File: config.mk
export PLATFORM = sky130hd
export DESIGN_NAME = two_button_gesture_detector_flat
export DESIGN_NICKNAME = d
export VERILOG_FILES = /design/src/rtl/tbgd_pkg.sv /design/src/rtl/tbgd_req_if.sv /design/src/rtl/tbgd_rsp_if.sv /design/src/rtl/two_button_gesture_detector.sv /design/src/rtl/tbgd_csr.sv /design/src/rtl/tbgd_engine.sv /design/src/flat_wrapper.sv
export SDC_FILE = /design/constraint.sdc
export NUM_CORES = 1
export LEC_CHECK = 0
export BUFFER_PORTS_ARGS = -buffer_cell sky130_fd_sc_hd__buf_2
export CELL_PAD_IN_SITES_DETAIL_PLACEMENT = 0
export CELL_PAD_IN_SITES_GLOBAL_PLACEMENT = 1
export CORE_ASPECT_RATIO = 1.75
export CORE_MARGIN = 1.5
export CORE_UTILIZATION = 30
export CTS_CLUSTER_SIZE = 24
export DETAILED_ROUTE_END_ITERATION = 6
export GPL_ROUTABILITY_DRIVEN = 0
export PLACE_DENSITY_LB_ADDON = 0.1
export SLEW_MARGIN = 10
export SYNTH_ARGS = -nofsm -noshare
export SYNTH_HDL_FRONTEND = slang
export SYNTH_HIERARCHICAL = 1
export SYNTH_SLANG_ARGS = --single-unit
File: constraint.sdc
create_clock -name clock -period 4.85 [get_ports clock]
set_input_delay 0.2425 -clock clock [delete_from_list [all_inputs] [get_ports clock]]
set_output_delay 0.2425 -clock clock [all_outputs]
set_load 0.05 [all_outputs]
File: src/rtl/tbgd_pkg.sv
`default_nettype none
package tbgd_pkg;

   localparam int TIMER_BITS = 16;
   localparam int CFG_BITS = 16;
   localparam int CSR_INDEX_BITS = 3;
   localparam int NUM_TIMERS = 4;
   localparam int SINCE_BITS = 16;

   localparam logic [63:0] TIMER_MAX = (64'd1 << TIMER_BITS) - 64'd1;

   // timer slots
   localparam int T_TAP = 0;
   localparam int T_HOLD = 1;
   localparam int T_SECOND = 2;
   localparam int T_DUAL = 3;

   localparam logic [CFG_BITS-1:0] TAP_WINDOW_RESET = 16'd300;
   localparam logic [CFG_BITS-1:0] HOLD_RESET = 16'd1000;
   localparam logic [CFG_BITS-1:0] SECOND_HOLD_RESET = 16'd2000;
   localparam logic [CFG_BITS-1:0] DUAL_HOLD_RESET = 16'd3000;
   localparam logic [CFG_BITS-1:0] DEBOUNCE_RESET = 16'd50;

   typedef enum logic [CSR_INDEX_BITS-1:0] {
      CSR_TAP_WINDOW  = 3'd0,
      CSR_HOLD        = 3'd1,
      CSR_SECOND_HOLD = 3'd2,
      CSR_DUAL_HOLD   = 3'd3,
      CSR_DEBOUNCE    = 3'd4
   } csr_index_type;

   typedef enum logic [2:0] {
      GEST_NONE   = 3'd0,
      GEST_SINGLE = 3'd1,
      GEST_DOUBLE = 3'd2,
      GEST_TRIPLE = 3'd3,
      GEST_HOLD   = 3'd4,
      GEST_SECOND = 3'd5,
      GEST_DUAL   = 3'd6
   } gesture_type;

   typedef struct packed {
      logic [CFG_BITS-1:0] tap_window_ticks;
      logic [CFG_BITS-1:0] hold_ticks;
      logic [CFG_BITS-1:0] second_hold_ticks;
      logic [CFG_BITS-1:0] dual_hold_ticks;
      logic [CFG_BITS-1:0] debounce_ticks;
   } cfg_type;

   // counter load value, saturated to the timer width
   function automatic logic [TIMER_BITS-1:0] timer_load(input logic [CFG_BITS-1:0] ticks);
      logic [63:0] wide;
      wide = 64'(ticks);
      if (wide > TIMER_MAX) begin
         return TIMER_BITS'(TIMER_MAX);
      end
      return TIMER_BITS'(wide);
   endfunction

endpackage
`default_nettype wire

File: src/rtl/tbgd_req_if.sv
`default_nettype none
interface tbgd_req_if;
   logic valid;
   logic ready;
   logic first_level;
   logic second_level;
   logic first_rise;

   modport source (output valid, output first_level, output second_level,
                   output first_rise, input ready);
   modport sink (input valid, input first_level, input second_level,
                 input first_rise, output ready);
endinterface
`default_nettype wire

File: src/rtl/tbgd_rsp_if.sv
`default_nettype none
interface tbgd_rsp_if;
   logic       valid;
   logic       ready;
   logic [2:0] gesture;

   modport source (output valid, output gesture, input ready);
   modport sink (input valid, input gesture, output ready);
endinterface
`default_nettype wire

File: src/rtl/two_button_gesture_detector.sv
`default_nettype none
// Two-button gesture detector, one transaction per timebase tick.
// req carries the tick: both button levels and the button-one rise flag.
// rsp carries one gesture code per tick: 0 none, 1 single, 2 double,
// 3 triple, 4 hold, 5 second hold, 6 dual hold.
// csr_* writes one of the five tick-count registers (index 0..4); other
// indexes are ignored. Write only while no transaction is in flight.
// A tick accepted from req lands in the input register; the engine evaluates it
// when it moves on, and its gesture is registered for rsp in the output register.
// Throughput: one tick per cycle while rsp does not stall; the state update of the
// engine, a loop through its state registers, is what sets it.
// Reset clears the tap, timer and guard state and loads the register
// defaults (300, 1000, 2000, 3000, 50 ticks).
// When rsp stalls, the output register holds its gesture and one more tick
// waits in the input register; req.ready drops only when both are full.
module two_button_gesture_detector (
   input  wire logic                                 clock,
   input  wire logic                                 reset,
   tbgd_req_if.sink                                  req,
   tbgd_rsp_if.source                                rsp,
   input  wire logic                                 csr_write_enable,
   input  wire logic [tbgd_pkg::CSR_INDEX_BITS-1:0]  csr_index,
   input  wire logic [tbgd_pkg::CFG_BITS-1:0]        csr_data
);
   import tbgd_pkg::*;

   cfg_type     cfg;
   gesture_type gesture;

   logic in_valid_ff, in_valid_in;
   logic b1_ff, b2_ff, rise_ff;
   logic out_valid_ff, out_valid_in;
   logic [2:0] gesture_ff;
   logic move;
   logic take;

   tbgd_csr u_csr (
      .clock            (clock),
      .reset            (reset),
      .csr_write_enable (csr_write_enable),
      .csr_index        (csr_index),
      .csr_data         (csr_data),
      .cfg              (cfg)
   );

   tbgd_engine u_engine (
      .clock   (clock),
      .reset   (reset),
      .step    (move),
      .b1      (b1_ff),
      .b2      (b2_ff),
      .rise    (rise_ff),
      .cfg     (cfg),
      .gesture (gesture)
   );

   assign move = in_valid_ff && (!out_valid_ff || rsp.ready);
   assign req.ready = !in_valid_ff || move;
   assign take = req.valid && req.ready;

   assign in_valid_in = take ? 1'b1 : (move ? 1'b0 : in_valid_ff);
   assign out_valid_in = move ? 1'b1 : (rsp.ready ? 1'b0 : out_valid_ff);

   always_ff @(posedge clock) begin
      if (reset) begin
         in_valid_ff <= 1'b0;
         out_valid_ff <= 1'b0;
      end else begin
         in_valid_ff <= in_valid_in;
         out_valid_ff <= out_valid_in;
      end
   end

   always_ff @(posedge clock) begin
      if (take) begin
         b1_ff <= req.first_level;
         b2_ff <= req.second_level;
         rise_ff <= req.first_rise;
      end
      if (move) begin
         gesture_ff <= gesture;
      end
   end

   assign rsp.valid = out_valid_ff;
   assign rsp.gesture = gesture_ff;
endmodule
`default_nettype wire

File: src/rtl/tbgd_csr.sv
`default_nettype none
module tbgd_csr (
   input  wire logic                                 clock,
   input  wire logic                                 reset,
   input  wire logic                                 csr_write_enable,
   input  wire logic [tbgd_pkg::CSR_INDEX_BITS-1:0]  csr_index,
   input  wire logic [tbgd_pkg::CFG_BITS-1:0]        csr_data,
   output tbgd_pkg::cfg_type                         cfg
);
   import tbgd_pkg::*;

   cfg_type cfg_ff;
   cfg_type cfg_in;

   always_comb begin
      cfg_in = cfg_ff;
      if (csr_write_enable) begin
         unique case (csr_index)
            CSR_TAP_WINDOW:  cfg_in.tap_window_ticks = csr_data;
            CSR_HOLD:        cfg_in.hold_ticks = csr_data;
            CSR_SECOND_HOLD: cfg_in.second_hold_ticks = csr_data;
            CSR_DUAL_HOLD:   cfg_in.dual_hold_ticks = csr_data;
            CSR_DEBOUNCE:    cfg_in.debounce_ticks = csr_data;
            default:         cfg_in = cfg_ff;
         endcase
      end
   end

   always_ff @(posedge clock) begin
      if (reset) begin
         cfg_ff.tap_window_ticks <= TAP_WINDOW_RESET;
         cfg_ff.hold_ticks <= HOLD_RESET;
         cfg_ff.second_hold_ticks <= SECOND_HOLD_RESET;
         cfg_ff.dual_hold_ticks <= DUAL_HOLD_RESET;
         cfg_ff.debounce_ticks <= DEBOUNCE_RESET;
      end else begin
         cfg_ff <= cfg_in;
      end
   end

   assign cfg = cfg_ff;
endmodule
`default_nettype wire

File: src/rtl/tbgd_engine.sv
`default_nettype none
module tbgd_engine (
   input  wire logic                  clock,
   input  wire logic                  reset,
   input  wire logic                  step,
   input  wire logic                  b1,
   input  wire logic                  b2,
   input  wire logic                  rise,
   input  wire tbgd_pkg::cfg_type     cfg,
   output tbgd_pkg::gesture_type      gesture
);
   import tbgd_pkg::*;

   logic [1:0]            taps_ff, taps_in;
   logic [TIMER_BITS-1:0] left_ff [NUM_TIMERS];
   logic [TIMER_BITS-1:0] left_in [NUM_TIMERS];
   logic [NUM_TIMERS-1:0] act_ff, act_in;
   logic [NUM_TIMERS-1:0] exp_ff, exp_in;
   logic [SINCE_BITS-1:0] since_ff, since_in;
   logic                  g_second_ff, g_second_in;
   logic                  g_dual_ff, g_dual_in;

   always_comb begin
      logic second_fired;
      logic accepted;
      logic triple;
      second_fired = 1'b0;
      accepted = 1'b0;
      triple = 1'b0;
      gesture = GEST_NONE;
      taps_in = taps_ff;
      act_in = act_ff;
      exp_in = exp_ff;
      g_second_in = g_second_ff;
      g_dual_in = g_dual_ff;
      since_in = (since_ff == {SINCE_BITS{1'b1}}) ? since_ff : since_ff + 1'b1;

      // one-shot counters tick first
      for (int t = 0; t < NUM_TIMERS; t++) begin
         left_in[t] = left_ff[t];
         if (act_ff[t]) begin
            if (left_ff[t] <= TIMER_BITS'(1)) begin
               left_in[t] = '0;
               act_in[t] = 1'b0;
               exp_in[t] = 1'b1;
            end else begin
               left_in[t] = left_ff[t] - 1'b1;
            end
         end
      end

      if (b1 && b2) begin
         taps_in = '0;
         exp_in[T_TAP] = 1'b0;
         exp_in[T_HOLD] = 1'b0;
         act_in[T_TAP] = 1'b0;
         act_in[T_HOLD] = 1'b0;
         if (act_in[T_SECOND]) begin
            act_in[T_SECOND] = 1'b0;
            exp_in[T_SECOND] = 1'b0;
            g_second_in = 1'b0;
         end
         if (!g_dual_in) begin
            if (exp_in[T_DUAL]) begin
               g_dual_in = 1'b1;
               gesture = GEST_DUAL;
            end else if (!act_in[T_DUAL]) begin
               left_in[T_DUAL] = timer_load(cfg.dual_hold_ticks);
               act_in[T_DUAL] = 1'b1;
            end
         end
      end else begin
         act_in[T_DUAL] = 1'b0;
         exp_in[T_DUAL] = 1'b0;
         if (!b1 && !b2) begin
            g_dual_in = 1'b0;
         end
         if (b2) begin
            if (!g_second_in) begin
               if (exp_in[T_SECOND]) begin
                  g_second_in = 1'b1;
                  gesture = GEST_SECOND;
                  second_fired = 1'b1;
               end else if (!act_in[T_SECOND]) begin
                  left_in[T_SECOND] = timer_load(cfg.second_hold_ticks);
                  act_in[T_SECOND] = 1'b1;
               end
            end
         end else begin
            act_in[T_SECOND] = 1'b0;
            exp_in[T_SECOND] = 1'b0;
            g_second_in = 1'b0;
         end

         // a rise on the second-hold tick is dropped
         if (!second_fired) begin
            accepted = rise && (since_in >= cfg.debounce_ticks);
            if (accepted) begin
               since_in = '0;
               if (taps_in == 2'd0) begin
                  taps_in = 2'd1;
                  exp_in[T_TAP] = 1'b0;
                  exp_in[T_HOLD] = 1'b0;
                  left_in[T_TAP] = timer_load(cfg.tap_window_ticks);
                  left_in[T_HOLD] = timer_load(cfg.hold_ticks);
                  act_in[T_TAP] = 1'b1;
                  act_in[T_HOLD] = 1'b1;
               end else if (!exp_in[T_TAP] && taps_in == 2'd1) begin
                  taps_in = 2'd2;
                  left_in[T_TAP] = timer_load(cfg.tap_window_ticks);
                  act_in[T_TAP] = 1'b1;
               end else if (!exp_in[T_TAP] && taps_in == 2'd2) begin
                  triple = 1'b1;
               end
            end

            if (triple) begin
               gesture = GEST_TRIPLE;
            end else if (exp_in[T_TAP] && taps_in == 2'd1 && !b1) begin
               gesture = GEST_SINGLE;
            end else if (exp_in[T_TAP] && taps_in == 2'd2) begin
               gesture = GEST_DOUBLE;
            end else if (exp_in[T_HOLD] && taps_in == 2'd1 && b1) begin
               gesture = GEST_HOLD;
            end

            if (gesture != GEST_NONE) begin
               taps_in = '0;
               exp_in[T_TAP] = 1'b0;
               exp_in[T_HOLD] = 1'b0;
               act_in[T_TAP] = 1'b0;
               act_in[T_HOLD] = 1'b0;
            end
         end
      end
   end

   always_ff @(posedge clock) begin
      if (reset) begin
         taps_ff <= '0;
         act_ff <= '0;
         exp_ff <= '0;
         since_ff <= '0;
         g_second_ff <= 1'b0;
         g_dual_ff <= 1'b0;
         for (int t = 0; t < NUM_TIMERS; t++) begin
            left_ff[t] <= '0;
         end
      end else if (step) begin
         taps_ff <= taps_in;
         act_ff <= act_in;
         exp_ff <= exp_in;
         since_ff <= since_in;
         g_second_ff <= g_second_in;
         g_dual_ff <= g_dual_in;
         for (int t = 0; t < NUM_TIMERS; t++) begin
            left_ff[t] <= left_in[t];
         end
      end
   end
endmodule
`default_nettype wire
File: src/flat_wrapper.sv
// flat-port wrapper written by rule: the top's interface ports become plain ports
module two_button_gesture_detector_flat import tbgd_pkg::*;
  (clock, reset, csr_write_enable, csr_index, csr_data, req_valid, req_first_level, req_second_level, req_first_rise, req_ready, rsp_valid, rsp_gesture, rsp_ready);
  tbgd_req_if req_i ();
  tbgd_rsp_if rsp_i ();
  input  wire logic clock;
  input  wire logic reset;
  input  wire logic csr_write_enable;
  input  wire logic [tbgd_pkg::CSR_INDEX_BITS-1:0] csr_index;
  input  wire logic [tbgd_pkg::CFG_BITS-1:0] csr_data;
  input wire logic [$bits(req_i.valid)-1:0] req_valid;
  input wire logic [$bits(req_i.first_level)-1:0] req_first_level;
  input wire logic [$bits(req_i.second_level)-1:0] req_second_level;
  input wire logic [$bits(req_i.first_rise)-1:0] req_first_rise;
  output wire logic [$bits(req_i.ready)-1:0] req_ready;
  output wire logic [$bits(rsp_i.valid)-1:0] rsp_valid;
  output wire logic [$bits(rsp_i.gesture)-1:0] rsp_gesture;
  input wire logic [$bits(rsp_i.ready)-1:0] rsp_ready;
  assign req_i.valid = req_valid;
  assign req_i.first_level = req_first_level;
  assign req_i.second_level = req_second_level;
  assign req_i.first_rise = req_first_rise;
  assign req_ready = req_i.ready;
  assign rsp_valid = rsp_i.valid;
  assign rsp_gesture = rsp_i.gesture;
  assign rsp_i.ready = rsp_ready;
  two_button_gesture_detector u_core (.clock(clock), .reset(reset), .req(req_i), .rsp(rsp_i), .csr_write_enable(csr_write_enable), .csr_index(csr_index), .csr_data(csr_data));
endmodule
==> results.toml <==
[synth]
yosysWarnings = 6
synth_area_leader_cell = "dfxtp_1"
synthArstFlopShare = 0
ys_ff_latch = 180
synth_edf_count = 70
synth_cells = 1078
yosysMostFrequentCell = "nor2_1"
synth_area_um2 = 10100
ys_top_cells_by_count = "145 x nor2_1, 110 x dfxtp_1, 102 x mux2i_1"
dominantRegCellSynth = "dfxtp_1"
synth_top_cell_area_share = 0.218
synthTopCellsByArea = "dfxtp_1 22%, edfxtp_1 21%, mux2i_1 10%"
seq_area_frac_synth = 0.425
syn-num-nets = 1131
ys_types = 78
avgSynthCellArea_um2 = 9.39

[critical_path]
path_buf_inv = 2
start_kind = "register"
cp_max_fo = 33
reg2reg_to = "u_core/u_engine/left_ff[0][10]"
slowest_stage = "dfxtp_1"
cp.required_ns = 5.12
worst_path_most_repeated_cell = "and4_1"
r2r_start = "u_core/u_engine/since_ff[3]"
cp_top_family = "simple AND/OR/NAND/NOR gates"
worstPathArrival_ns = 4.57
critPathKind = "register to register"
reg2reg_depth = 16
path_cells = "and4_1 -> nand4_1 -> nor2_1 -> and4_1 -> and3_1 -> mux2_2 -> ha_1 -> nand4_1 -> nor4_1 -> o21ai_0 -> a31oi_1 -> buf_4 -> and4_1 -> buf_4 -> nand3_1 -> o31ai_1"
regToRegSetupSlack_ns = 0.55
cp_slowest_stage_delay_ns = 0.45
end_kind = "register"

[grt]
antenna_found_initial = 0
grt_max_degree = 72
grt_first_pass_wirelength_um = 48000
grt-ovfl-total = 0
grt_usage = 0.185
grt_pass1_vias = 7928

[sta]
fmax_mhz = 232
rsz0062_at_grt = "false"
finalSetupTns_ns = 0
relSlewSlack = 0.183
max_slew.worst_pin.slew_ns = 1.21
final-hold-violation-count = 0
fin_skew_ns = 0.00708
period_share = 0.887
setup_viol = 0
min_period_ns = 4.30
slew_viol_final = 0

[power]
finalPower_mw = 3.40
power_per_cell_area_nw_per_um2 = 302
irDropWorstVdd_mv = 0.223
p_leak_nw = 4.43

[finish]
antenna_cells = 0
area_growth_pct = 11.1
drive_gt1_frac = 0.0958
final_cell_area_um2 = 11200
final_nets = 1137

[detailed_routing]
drt_iter0_drc = 426
wl_per_cell_um = 20.2
vias = 7779
detail-route-antenna-nets = 0
drc = 0
viasPerCell = 5.03
routed_wl_um = 31300
drt_first_pass_iters = 4

[die]
fp.dieArea_um2 = 34900
die-height_um = 246
fp.dieW_um = 142
core_um2 = 33100
num_rows = 88
start_util = 0.305
io_pins = 32

[cts]
cts_hold_buf = 3
cts-resized-gates = 0
cts_setup_buffers = 0
cts_tree = "done"
clk_latency_ns = 0.44
numCtsBuffers = 17
cts_buffer_depth = 2
htreeDepth = 4
path_clk_slew_ns = 0.07
root_buffer = "clkbuf_16"
cts_sinks = 180

[placement]
dpl-instance-area_um2 = 10700
dp_hpwl_um = 22000
portBuffers = 31

[flow_run]
drv_cap = 0

[worst_hold_path]
hp-class = "input pin to register"
holdCritStartpoint = "req_valid"
worstHoldPathCells = 3
whs_endpoint = "u_core/in_valid_ff"

[outcome]
outcome = "completed"
## flip-flops by register name (all words and copies together) (netlist names)
name                         cells
u_core/rise_ff                   1
u_core/b1_ff                     1
u_core/u_engine/g_dual_ff        1
u_core/u_engine/since_ff        16
u_core/rsp.gesture               3
u_core/u_engine/left_ff         64
u_core/in_valid_ff               1
u_core/b2_ff                     1
u_core/rsp.valid                 1
u_core/u_engine/exp_ff           4
u_core/u_engine/g_second_ff      1
u_core/u_engine/taps_ff          2
u_core/u_engine/act_ff           4
u_core/u_csr/cfg                80
## through the flow
step | std cells | utilization | setup WS [ns] | hold slack, ns
floorplan | 1078 | - | 0.751 | 0.305
global placement | 1512 | 0.322 | 0.580 | 0.421
detailed placement | 1512 | 0.322 | 0.565 | 0.427
CTS | 1546 | 0.339 | 0.527 | 0.0223
global route | 1546 | 0.339 | 0.206 | 0.0401
finish | 1546 | 0.339 | 0.549 | 0.0514
## cell usage in the layout, fill, tap and decap left out, types with 6 or more instances in the layout
cell	netlist	final
buf_4	3	14
xor2_1	24	24
nor2b_1	11	10
and3_1	10	10
o31ai_1	19	19
ha_1	26	26
a21oi_1	56	56
edfxtp_1	70	70
nand4_1	8	8
nor3_1	23	22
a22o_1	6	6
nand2_1	45	45
or3_1	9	9
xnor2_1	29	29
nand3b_1	6	6
buf_2	10	30
inv_1	39	38
nor2_1	145	145
nand3_1	37	37
clkbuf_16	0	17
nor4_1	18	18
dfxtp_1	110	110
nand2b_1	87	86
o21ai_0	34	34
mux2i_1	102	102
## how the worst max path moves through the flow
stage | startpoint | to | slack (ns) | cells past startpoint
detailed placement | u_core/u_engine/since_ff[3] | u_core/u_engine/left_ff[0][1] | 0.56 | 15
finish | u_core/u_engine/since_ff[3] | u_core/u_engine/left_ff[0][10] | 0.55 | 16
global placement | u_core/u_engine/since_ff[3] | u_core/u_engine/left_ff[0][1] | 0.58 | 15
floorplan | u_core/u_engine/since_ff[3] | u_core/u_engine/left_ff[1][10] | 0.75 | 16
CTS | u_core/u_engine/since_ff[3] | u_core/u_engine/left_ff[0][10] | 0.53 | 16
global route | u_core/u_engine/since_ff[3] | u_core/u_engine/left_ff[0][1] | 0.21 | 16
## layout make-up
cell class	count	area, um2
well taps	450	563
fillers	3455	21900
clock buffers	20	457
repair buffers	47	285
clock inverters	11	101
flip-flops and latches	180	4300
multi-input cells	799	5390
inverters	39	146
## metal layers
layer / vias up / wire [um] / global-route usage
met2: 89 / 16700 / 0.344
met3: 31 / 571 / 0.0270
met1: 3793 / 13300 / 0.213
met4: 0 / 709 / 0.0649
met5: - / 0 / 0
li1: 3866 / - / -
## power breakdown
part / switching, mW / total (mW) / internal, mW
Sequential: 0.0545 / 1.68 / 1.63
Combinational: 0.216 / 0.338 / 0.123
Clock: 0.639 / 1.37 / 0.735
Total: 0.909 / 3.40 / 2.49
## worst min-delay path, delay by kind of cell
kind / cells / cell delay, ns
compound gates: 1 / 0.04
buf+inv: 2 / 0.16
## kinds of logic (layout without fill, tap and decap cells)
kind of cell               Yosys count  count (layout)  synth area share
AOI/OAI and AO/OA                  178             178             0.118
xor gates and xnor gates            53              53            0.0459
and+or+nand+nor                    435             435             0.229
DFF                                180             180             0.425
buffers and inverters               99             117            0.0435
muxes                              107             107             0.106
adders and majority gates           26              26            0.0321
No activity file was read; power rests on OpenSTA's default activity.
